### src/fir_pkg.sv
package fir_pkg;

  // Fixed field widths
  localparam int SAMPLE_W  = 16;
  localparam int FRAC_W    = 15;
  localparam int MODE_W    = 2;
  localparam int TAP_IDX_W = 6;
  localparam int TAPS_W    = 7;
  localparam int PROD_W    = 2 * SAMPLE_W;

  // Request modes
  localparam logic [MODE_W-1:0] MODE_PUSH    = 2'd0;
  localparam logic [MODE_W-1:0] MODE_COEF    = 2'd1;
  localparam logic [MODE_W-1:0] MODE_RESTART = 2'd2;

  // Tap count after reset
  localparam logic [TAPS_W-1:0] TAPS_RESET = 7'd64;

  // Saturation limits
  localparam logic signed [SAMPLE_W-1:0] SAMPLE_MAX = 16'sh7fff;
  localparam logic signed [SAMPLE_W-1:0] SAMPLE_MIN = 16'sh8000;

  typedef struct packed {
    logic [MODE_W-1:0]          mode;
    logic [TAP_IDX_W-1:0]       tap_index;
    logic signed [SAMPLE_W-1:0] value;
  } in_req_t;

  typedef struct packed {
    logic signed [SAMPLE_W-1:0] filtered_sample;
    logic                       saturated;
  } out_req_t;

  // Shift controls shared by every cell of the ring
  typedef struct packed {
    logic push;      // new sample enters cell 0, samples move up
    logic samp_rot;  // samples rotate down by one cell
    logic coef_rot;  // coefficients rotate down by one cell
  } cell_ctrl_t;

  typedef enum logic [2:0] {
    ST_IDLE,
    ST_PRE,
    ST_MAC,
    ST_POST,
    ST_FIN,
    ST_SAT
  } seq_state_t;

endpackage

### src/fir_cell.sv
module fir_cell (
  input  logic                                 clk,
  input  logic                                 rst_n,
  input  fir_pkg::cell_ctrl_t                  ctrl,
  input  logic                                 coef_we,
  input  logic signed [fir_pkg::SAMPLE_W-1:0]  wr_value,
  input  logic signed [fir_pkg::SAMPLE_W-1:0]  push_in,
  input  logic signed [fir_pkg::SAMPLE_W-1:0]  samp_rot_in,
  input  logic signed [fir_pkg::SAMPLE_W-1:0]  coef_rot_in,
  output logic signed [fir_pkg::SAMPLE_W-1:0]  sample_out,
  output logic signed [fir_pkg::SAMPLE_W-1:0]  coef_out
);
  import fir_pkg::*;

  logic signed [SAMPLE_W-1:0] sample_r;
  logic signed [SAMPLE_W-1:0] coef_r;

  // Sample slot: shifts up on a push, rotates down during a pass
  always_ff @(posedge clk) begin
    if (ctrl.push) begin
      sample_r <= push_in;
    end else if (ctrl.samp_rot) begin
      sample_r <= samp_rot_in;
    end
  end

  // Coefficient slot: written directly, rotates down during a pass
  always_ff @(posedge clk) begin
    if (!rst_n) begin
      coef_r <= '0;
    end else begin
      if (coef_we) begin
        coef_r <= wr_value;
      end else if (ctrl.coef_rot) begin
        coef_r <= coef_rot_in;
      end
    end
  end

  assign sample_out = sample_r;
  assign coef_out   = coef_r;

endmodule

### config.mk
export PLATFORM = sky130hd
export DESIGN_NAME = fir_cell
export DESIGN_NICKNAME = d
export VERILOG_FILES = /design/src/fir_pkg.sv /design/src/fir_cell.sv
export SDC_FILE = /design/constraint.sdc
export NUM_CORES = 1
export LEC_CHECK = 0
export BUFFER_PORTS_ARGS = -buffer_cell sky130_fd_sc_hd__buf_2
export CORE_ASPECT_RATIO = 1.75
export CORE_MARGIN = 5
export CORE_UTILIZATION = 41
export CTS_CLUSTER_DIAMETER = 30
export DETAILED_ROUTE_END_ITERATION = 12
export PLACE_DENSITY = 0.79
export SLEW_MARGIN = 10
export SYNTH_ARGS = -nofsm -noshare
export SYNTH_HDL_FRONTEND = slang
export SYNTH_SLANG_ARGS = --single-unit
### constraint.sdc
create_clock -name clk -period 1.4 [get_ports clk]
set_input_delay 0.07 -clock clk [delete_from_list [all_inputs] [get_ports clk]]
set_output_delay 0.07 -clock clk [all_outputs]
set_load 0.02 [all_outputs]
Word level (Yosys, flattened, before mapping)

Cells that the tools add are included.

Register bits: 32
Word-level logic and storage cells: 8
Output and inout bits: 32

Reduce and logical (&&, ||, !) cells: 2
Mux-type cells: 4

Operators by type and width:

| cell               | count |
|---|---|
| $mux W16           | 4 |
| $reduce_bool A2 Y1 | 2 |

Depth between registers and ports, before layout

Word-level depth: 2
Gate-level depth with buffers: 4
Depth with buffers taken out: 2

Worst setup path after synthesis

Ideal clock, no wire load.

Path kind: input to register
From: in ctrl[2] (netlist bit)
To: reg sample_r[0], in the netlist sample_out[0], enable pin
Arrival time: 0.830 ns
Required time: 1.109 ns
Slack: 0.279 ns
Buffers on the path: 2
Library setup time: 0.291 ns
Stages on the path: 3
Cell sequence: buf_2 > buf_2 > or2_2

Cells in the longest elaborated chain, start to end: 1

RTL lines:

| item                                | RTL line       | source |
|---|---|---|
| start, declared                     | fir_cell.sv:4  | `input fir_pkg::cell_ctrl_t ctrl,` |
| $reduce_bool A2 Y1 (no source line) | -              |  |
| end signal, assigned                | fir_cell.sv:21 | `sample_r <= push_in;` |
| end signal, assigned                | fir_cell.sv:23 | `sample_r <= samp_rot_in;` |
| end, declared                       | fir_cell.sv:15 | `logic signed [SAMPLE_W-1:0] sample_r;` |

No other way between the ends.
A chain may end at the register's enable or synchronous reset.

==> summary.md <==
| Metric | Value |
|---|---|
| Status | `complete, no violations` |
| Row cnt | `29` |
| Total setup buffers inserted after CTS | `0` |
| GPL Wtd Cong | `0.689` |
| DR iter-0 viols | `34` |
| Avg Synthesized Cell Area | `14.4 um^2` |
| CP Launch Type | `flip-flop` |
| Pwr Density | `1050 nW/um^2` |
| Post-DP HPWL | `2910 um` |
| Worst skew pair latency | `0.27 ns` |
| CTS root buf | `clkbuf_8` |
| Number of max-cap violations | `0` |
| Final hold vios | `0` |
| Sequential power share | `48.9%` |
| Post-Route WL | `3550 um` |
| DRC violation count after routing | `0` |
| Crit path kind | `reg2reg` |
| Netlist Area Pre-Place | `1530 um^2` |
| Final Power | `2260 uW` |
| Total GRT Usage | `14.5%` |
| Drt wl/cell | `13.9 um` |
| Port bufs | `101` |
| Die area | `5100 um^2` |
| CP Cell Sequence | `mux2_4 > o211a_1` |
| Top routing layer used | `met4` |
| # setup viols final | `0` |
| Reg-to-reg setup timing slack | `0.49 ns` |
| Crit end category | `flip-flop` |
| Period minus WS final | `0.908 ns` |
| Worst-margin pin slew | `0.343 ns` |
| Layout cells sized above 1 | `67.9%` |
| Fin nets | `278` |
| CTS Buf Count | `5` |
| PostCTS Resize Cnt | `0` |
| Hold/Removal Path Class | `in2reg` |
| Area growth syn-to-layout | `41.1%` |
| Most frequent cells in the layout | `buf_2, mux2_2, o211a_1, dfxtp_1, edfxtp_1` |
| Clock sinks | `32` |
| P_int | `1680 uW` |
| Core ar. | `3630 um^2` |
| First drt pass iteration count | `4` |
| Combinational fraction of design power | `22.2%` |
| Placed inst area | `2080 um^2` |
| Net Sw Frac | `25.8%` |
| Period utilization | `64.9%` |
| Clock skew | `0 ns` |
| Worst EP arrival | `1.08 ns` |
| RSZ-0062 raised after global routing | `no` |
| First-pass GRT wire length | `5780 um` |
| Max incr delay on CP | `0.33 ns` |
| Static Leak | `0.00115 uW` |
| Met2 routed WL | `1800 um` |
| #FFs+latches synth | `32` |
| GRT overflow | `0` |
| Fillers | `311` |
| Antenna viol nets, final | `0` |
| Largest net degree at the start of global routing | `22` |
| Vias per cell | `4.80` |
| Number of global-route vias before repair | `1272` |
| CTS Buffer Depth | `2` |
| Worst slew margin | `77.1%` |
| Syn Inst Count | `106` |
| Die W | `56.2 um` |
| ANT cells | `0` |
| DR WL met3 | `462 um` |
| Yosys Warn Count | `0` |
| Net Switching | `584 uW` |
| Routed vias | `1223` |
| Commonest non-fill, non-tap cell in the layout | `buf_2` |
| Metal-1 WL | `1210 um` |
| CTS Hold Buffers Added | `0` |
| H-tree depth | `2` |
| CP required | `1.57 ns` |
| Max-slew violation count | `0` |
| Initial antenna violation count | `0` |
| Register area share after synthesis | `52.4%` |
| Synth unique cells | `12` |
| # IOs | `102` |
| Slowest-stage cell, CP | `dfxtp_1` |
| CTS tree | `done` |
| Clock power frac | `28.9%` |
| Worst IR Drop VDD | `0.000951 V` |
| Die H | `90.8 um` |
| Initial core utilization | `42.1%` |
| Post-route cell area | `2160 um^2` |
| Final setup TNS | `0 ns` |
| Post-Syn Nets | `176` |
| Top achievable clock speed | `1100 MHz` |
| Crit Path Max Fanout | `2` |
| Reg clk slew, reported paths | `0.06 ns` |
final timing paths:
kind,startpoint,endpoint,cells after the start
max reg2reg,coef_out[11],coef_out[11],2
min,push_in[0],sample_out[0],2
min reg2reg,coef_out[1],coef_out[1],2
max,coef_out[11],coef_out[11],2
worst max-delay path: cells and delay by family, from the launching register on:
kind            cells  cell delay, ns
compound gates      1            0.21
flops               1            0.33
mux                 1            0.27
state kept, by name, indices dropped and copies added (netlist names):
name / flops
coef_out: 16
sample_out: 16
cell type report:
| type | count | area (um^2) | share of cell area, % |
|---|---|---|---|
| repair buffers | 104 | 553 | 25.6 |
| clock inverters | 1 | 3.75 | 0.174 |
| clock buffers | 7 | 76.3 | 3.54 |
| well taps | 46 | 57.6 | 2.67 |
| multi-input cells | 65 | 666 | 30.9 |
| flip-flops and latches | 32 | 801 | 37.1 |
Yosys cell counts, drive strengths merged:
cell / n / share of area, %
mux2: 32 / 26
dfxtp: 16 / 21
o211a: 16 / 10
nand2b: 15 / 6.1
or2: 1 / 0.41
edfxtp: 16 / 31
clkbuf: 3 / 0.74
or2b: 1 / 0.49
buf: 6 / 3.4
cell families after synthesis:
| group | synth area share (%) |
|---|---|
| AO/OA/AOI/OAI | 10.5 |
| buffers and inverters | 4.09 |
| flip-flops | 52.4 |
| multiplexers | 26.0 |
| AND/OR/NAND/NOR | 7.04 |
routing by layer:
| layer | global-route usage [%] | vias up |
|---|---|---|
| li1 | - | 593 |
| met1 | 14.5 | 546 |
| met2 | 25.1 | 78 |
| met3 | 6.44 | 6 |
| met4 | 6.53 | 0 |
| met5 | 0 | - |
power groups by stage:
stage / sequential [uW] / clock [uW] / combinational (uW)
floorplan: 1240 / 0 / 191
global placement: 1120 / 0 / 501
detailed placement: 1130 / 0 / 507
CTS: 1110 / 681 / 509
global route: 1120 / 720 / 544
finish: 1110 / 654 / 502
stage by stage:
stage                     setup slack [ns]  hold slack, ns  cells  utilization, %
after floorplan                      0.279           0.264    106               -
after global placement               0.374           0.373    247            57.2
after detailed placement             0.359           0.375    247            57.2
after CTS                            0.487          0.0810    255            59.4
after global routing                 0.466          0.0803    255            59.4
final                                0.492          0.0931    255            59.4
Power figures use the tool's default switching activity.
