**src/fir_pkg.sv**
```systemverilog
package fir_pkg;

  // Fixed field widths
  localparam int SAMPLE_W  = 16;
  localparam int FRAC_W    = 15;
  localparam int MODE_W    = 2;
  localparam int TAP_IDX_W = 6;
  localparam int TAPS_W    = 7;
  localparam int PROD_W    = 2 * SAMPLE_W;

  // Request modes
  localparam logic [MODE_W-1:0] MODE_PUSH    = 2'd0;
  localparam logic [MODE_W-1:0] MODE_COEF    = 2'd1;
  localparam logic [MODE_W-1:0] MODE_RESTART = 2'd2;

  // Tap count after reset
  localparam logic [TAPS_W-1:0] TAPS_RESET = 7'd64;

  // Saturation limits
  localparam logic signed [SAMPLE_W-1:0] SAMPLE_MAX = 16'sh7fff;
  localparam logic signed [SAMPLE_W-1:0] SAMPLE_MIN = 16'sh8000;

  typedef struct packed {
    logic [MODE_W-1:0]          mode;
    logic [TAP_IDX_W-1:0]       tap_index;
    logic signed [SAMPLE_W-1:0] value;
  } in_req_t;

  typedef struct packed {
    logic signed [SAMPLE_W-1:0] filtered_sample;
    logic                       saturated;
  } out_req_t;

  // Shift controls shared by every cell of the ring
  typedef struct packed {
    logic push;      // new sample enters cell 0, samples move up
    logic samp_rot;  // samples rotate down by one cell
    logic coef_rot;  // coefficients rotate down by one cell
  } cell_ctrl_t;

  typedef enum logic [2:0] {
    ST_IDLE,
    ST_PRE,
    ST_MAC,
    ST_POST,
    ST_FIN,
    ST_SAT
  } seq_state_t;

endpackage

```
**src/fir_mac.sv**
```systemverilog
module fir_mac #(
  parameter int ACC_W = 38
) (
  input  logic                                clk,
  input  logic                                rst_n,
  input  logic                                clr,
  input  logic                                en,
  input  logic signed [fir_pkg::SAMPLE_W-1:0] samp,
  input  logic signed [fir_pkg::SAMPLE_W-1:0] coef,
  output fir_pkg::out_req_t                   result
);
  import fir_pkg::*;

  logic signed [PROD_W-1:0] prod_r;
  logic signed [PROD_W-1:0] prod_nxt;
  logic                     prod_v_r;
  logic signed [ACC_W-1:0]  acc_r;
  logic [ACC_W-FRAC_W-SAMPLE_W:0] hi;
  logic                     fits;

  // Product stage
  assign prod_nxt = samp * coef;

  always_ff @(posedge clk) begin
    prod_r <= prod_nxt;
  end

  always_ff @(posedge clk) begin
    if (!rst_n) begin
      prod_v_r <= 1'b0;
    end else begin
      prod_v_r <= en;
    end
  end

  // Accumulate stage
  always_ff @(posedge clk) begin
    if (clr) begin
      acc_r <= '0;
    end else if (prod_v_r) begin
      acc_r <= acc_r + ACC_W'(prod_r);
    end
  end

  // Floor shift by FRAC_W, then clip: fits when the result's sign bit and all bits above it agree
  assign hi   = acc_r[ACC_W-1:FRAC_W+SAMPLE_W-1];
  assign fits = (&hi) | ~(|hi);

  always_comb begin
    result.saturated = ~fits;
    if (fits) begin
      result.filtered_sample = acc_r[FRAC_W+SAMPLE_W-1:FRAC_W];
    end else if (acc_r[ACC_W-1]) begin
      result.filtered_sample = SAMPLE_MIN;
    end else begin
      result.filtered_sample = SAMPLE_MAX;
    end
  end

endmodule

```
**config.mk**
```make
export PLATFORM = sky130hd
export DESIGN_NAME = fir_mac
export DESIGN_NICKNAME = d
export VERILOG_FILES = /design/src/fir_pkg.sv /design/src/fir_mac.sv
export SDC_FILE = /design/constraint.sdc
export NUM_CORES = 1
export LEC_CHECK = 0
export BUFFER_PORTS_ARGS = -buffer_cell sky130_fd_sc_hd__buf_2
export CORE_MARGIN = 1
export CORE_UTILIZATION = 59
export CTS_CLUSTER_SIZE = 16
export DETAILED_ROUTE_END_ITERATION = 7
export GPL_TIMING_DRIVEN = 0
export PLACE_DENSITY_LB_ADDON = 0.12
export SKIP_CTS_REPAIR_TIMING = 1
export SYNTH_ARGS = -nofsm -noshare
export SYNTH_HDL_FRONTEND = slang
export SYNTH_SLANG_ARGS = --single-unit
```
**constraint.sdc**
```tcl
create_clock -name clk -period 6.4 [get_ports clk]
set_input_delay 0.64 -clock clk [delete_from_list [all_inputs] [get_ports clk]]
set_output_delay 0.64 -clock clk [all_outputs]
set_load 0.01 [all_outputs]
```
# Yosys cells after proc, flatten, opt, wreduce, memory -nomap -nowiden
# Cells that the tools add are included.
# totals
latchBits,0
output_inout_bits,17
word_cells,12
ff_bits,71
n_memories,0
mem_bits_ro,0
in_bits,36
ram_bits,0
# op_classes
eq_ne,0
n_reduce_logical,2
n_shift,0
n_addsub,1
n_lt_le_gt_ge,0
mux,2
div_mod_pow,0
multipliers,1
n_bitwise,3
# ops
operator,n
adder 38 x 32 -> 38 bit,1
multiplier 16 x 16 -> 32 bit,1
2-to-1 mux 16 bit,2
AND reduction 8 bit,1
OR reduction 8 bit,1
NOT 1 bit,2
OR 1 bit,1

# Logic depth before layout (Yosys ltp)
# logic_depth
word_depth,4
depth_mapped,23
mapped_depth_nobuf,22

# Least setup slack after synthesis
# Ideal clock, no wire load.
# synth_path
path_kind,in2reg
startpoint,in coef[7] (netlist name)
endpoint,reg prod_r[31]
n_path_buf,1
setup_ns,0.129
t_arrival_ns,6.130
t_required_ns,6.271
cell_stages,23
path_slack_ns,0.141
path_cell_list,clkbuf_1 nand2_1 fa_1 inv_1 fa_1 inv_1 fa_1 inv_1 fa_1 fa_1 inv_1 fa_1 inv_1 ha_1 a21oi_1 o21ai_0 a221oi_1 a21boi_0 a31oi_1 a31oi_1 a41o_1 o41ai_1 xnor2_1
# synth_between
elab_chain_len,1
# synth_lines
element,line,rtl
"start, declared",fir_mac.sv:9,"input logic signed [fir_pkg::SAMPLE_W-1:0] coef,"
multiplier 16 x 16 -> 32 bit,fir_mac.sv:22,assign prod_nxt = samp * coef;
via prod_nxt[31],fir_mac.sv:15,logic signed [PROD_W-1:0] prod_nxt;
"end signal, assigned",fir_mac.sv:25,prod_r <= prod_nxt;
"end, declared",fir_mac.sv:14,logic signed [PROD_W-1:0] prod_r;
# The timed path passes the listed nets, and every way through them passes these cells.
# A chain may end at the register's enable or synchronous reset.

# Final worst setup path
# layout_path
startpoint,in samp[10] (netlist name)
endpoint,reg prod_r[31]
# layout_between
elab_chain_len,1
# layout_lines
element,line,rtl
"start, declared",fir_mac.sv:8,"input logic signed [fir_pkg::SAMPLE_W-1:0] samp,"
multiplier 16 x 16 -> 32 bit,fir_mac.sv:22,
via prod_nxt[31],fir_mac.sv:15,
# The timed path passes the listed nets, and every way through them passes these cells.

==> metrics.txt <==
crit end category flop; IO Port Bufs 51; Overall Global Routing Usage 29.8%; Crit Path Category input pin to flop; Min Clock Period, post-route 6.21 ns; Final Cell Area 15,200 sq um; Pre-antenna DRT Iters 5; Main synth FF type dfxtp_1; H-tree depth 3; 1st-iter DRT viols 554; fin nets 2,042; DR vias 10.6k; die footprint 24,400 sq um; share of the clock period used by the worst path 97.0%; max-slew violations 0; outcome completed; HP Class flop to flop; Bufs on Longest Clock Path 2; CTS buffer count 9; top post-synthesis cells by area fa_1 (38%), ha_1 (11%), dfxtp_1 (10%), inv_1 (8.0%), and2_1 (5.7%); Slew headroom 45.3%; Mapped Avg Cell Area 8.99 sq um; Post-Syn Nets 1,976; Synth Instances 1,558; CTS clk-pin slew, worst paths 0.07 ns; YS warnings 0; Seq/Total Area, Yosys 10.2%; clk_lat worst skew 0.34 ns; remaining global-route overflow 0; Fin Clk Skew 0.0104 ns; DR vias/cell 5.43; die width 156 um; Synth top area share 37.6%; P&R area growth vs syn 8.75%; vias in the first global route 10.8k; Post-synth ARST share 0%; Final Hold Fails 0; Worst Path Required 6.65 ns; DRC errors left 0; die height 156 um; initial core utilization 59.8%; largest net degree at the start of global routing 17; initial antenna violation count 0; Mapped Area 14,000 sq um; ANT nets after route 0; Core Rows 56; type of origin of the critical path input pin; #FFs+latches synth 71; Worst Path Max Fanout 10; post-DR wirelength/cell 17.5 um; EDFF count, synth 0; Routed WL 34,000 um; setup TNS 0 ns; Cell variety after synth 63; DP Area 14,700 sq um; share of layout cells above drive strength 1 8.53%; Ports 53; Sink Count 71; worst-margin pin slew 0.821 ns; data arrival at the endpoint of the critical path 6.46 ns; number of max-cap violations 0; CTS tree built; clk root buf clkbuf_16; antenna cells 0; core box area 23,400 sq um; Synth area leader fa_1; routability cong. 0.938; fmax 161 MHz; global-route wire length before repair 55,800 um; DPL Wire Length 28,400 um; final setup vio count 0
-- critical path, cell delays in order --
cell and delay, ns:
buf_2 0.22, buf_4 0.24, nand2_1 0.09, fa_1 0.50, inv_1 0.05, fa_1 0.50
fa_1 0.61, fa_1 0.45, fa_1 0.49, inv_1 0.05, fa_1 0.47, inv_1 0.04
ha_2 0.36, and4_4 0.24, and4_1 0.20, nand4_1 0.17, a21boi_2 0.26, a31oi_4 0.13
a31oi_4 0.21, a41o_1 0.23, o41ai_2 0.08, xnor2_1 0.21
-- routing by layer --
| metal | vias up | GRT usage (%) | wire length (um) |
|---|---|---|---|
| li1 | 5053 | - | - |
| met1 | 5176 | 40.8 | 15400 |
| met2 | 289 | 50.0 | 15900 |
| met3 | 57 | 3.50 | 1790 |
| met5 | - | 0 | 0 |
| met4 | 0 | 8.08 | 985 |
-- path summary, 6_finish.rpt --
check	startpoint	endpoint	slack [ns]	depth (start not counted)
setup reg to reg	prod_r[8]	acc_r[37]	3.10	11
hold / removal	acc_r[35]	acc_r[35]	0.50	2
setup / recovery	samp[10]	prod_r[31]	0.19	22
hold reg to reg	acc_r[35]	acc_r[35]	0.50	2
-- synth_stat cells, drive strengths merged, types with 22 or more instances --
library cell and number:
clkbuf 46, dfxtp 71, fa 263, ha 119
nor2 72, a21oi 64, nand2 160, a21o 47
xnor2 43, and2 128, o21ai 29, mux2i 22
inv 298
-- stage by stage --
step                      std cells  hold slack (ns)  setup slack (ns)  utilization, %
after floorplan                1558            0.458             0.141               -
after global placement         1928            0.479            -0.916            62.6
final                          1948            0.501             0.193            65.1
after global routing           1948            0.523           -0.0621            65.1
after CTS                      1944            0.501            -0.546            63.9
after detailed placement       1928            0.493            -0.893            62.6
-- sequential cells by signal (all words and copies together), names as in the netlist --
signal and count:
acc_r 38, prod_r 32, prod_v_r 1
-- cell families after synthesis --
group	after synthesis	synth area share, %
buffers and inverters	354	9.66
XOR/XNOR	61	3.82
flip-flops	71	10.2
AND/OR/NAND/NOR	447	15.8
adder cells (fa/ha/maj)	382	48.2
multiplexers	22	1.57
AO/OA/AOI/OAI	221	10.7
-- area by class of cell --
type / count / area, sq um
clock buffers: 9 / 225
multi-input cells: 1133 / 11400
inverters: 298 / 1120
repair buffers: 57 / 318
flip-flops and latches: 71 / 1420
clock inverters: 7 / 68.8
fillers: 2058 / 8180
well taps: 319 / 399
plain buffers: 54 / 319
-- cell usage in the layout, fill, tap and decap left out, types with 8 or more instances in the layout --
cell | synthesis | routed
clkbuf_1 | 46 | 16
buf_2 | 2 | 54
dfxtp_1 | 71 | 71
nor2_1 | 72 | 72
and2_1 | 127 | 127
buf_4 | 3 | 18
o21ai_0 | 29 | 27
nand2b_1 | 11 | 11
fa_1 | 263 | 257
nand2_1 | 160 | 159
nand3_1 | 13 | 13
o21a_1 | 11 | 11
o21bai_1 | 8 | 8
a21o_1 | 46 | 46
nor3_1 | 15 | 15
mux2i_1 | 22 | 22
xnor2_1 | 43 | 43
nand4_1 | 9 | 9
inv_1 | 297 | 296
clkbuf_16 | 0 | 9
nor2b_1 | 10 | 10
xor2_1 | 18 | 18
ha_1 | 119 | 112
a21oi_1 | 63 | 61
Power is not shown: default switching activity piles up to over one toggle a cycle in this logic, so the estimate is an artifact.
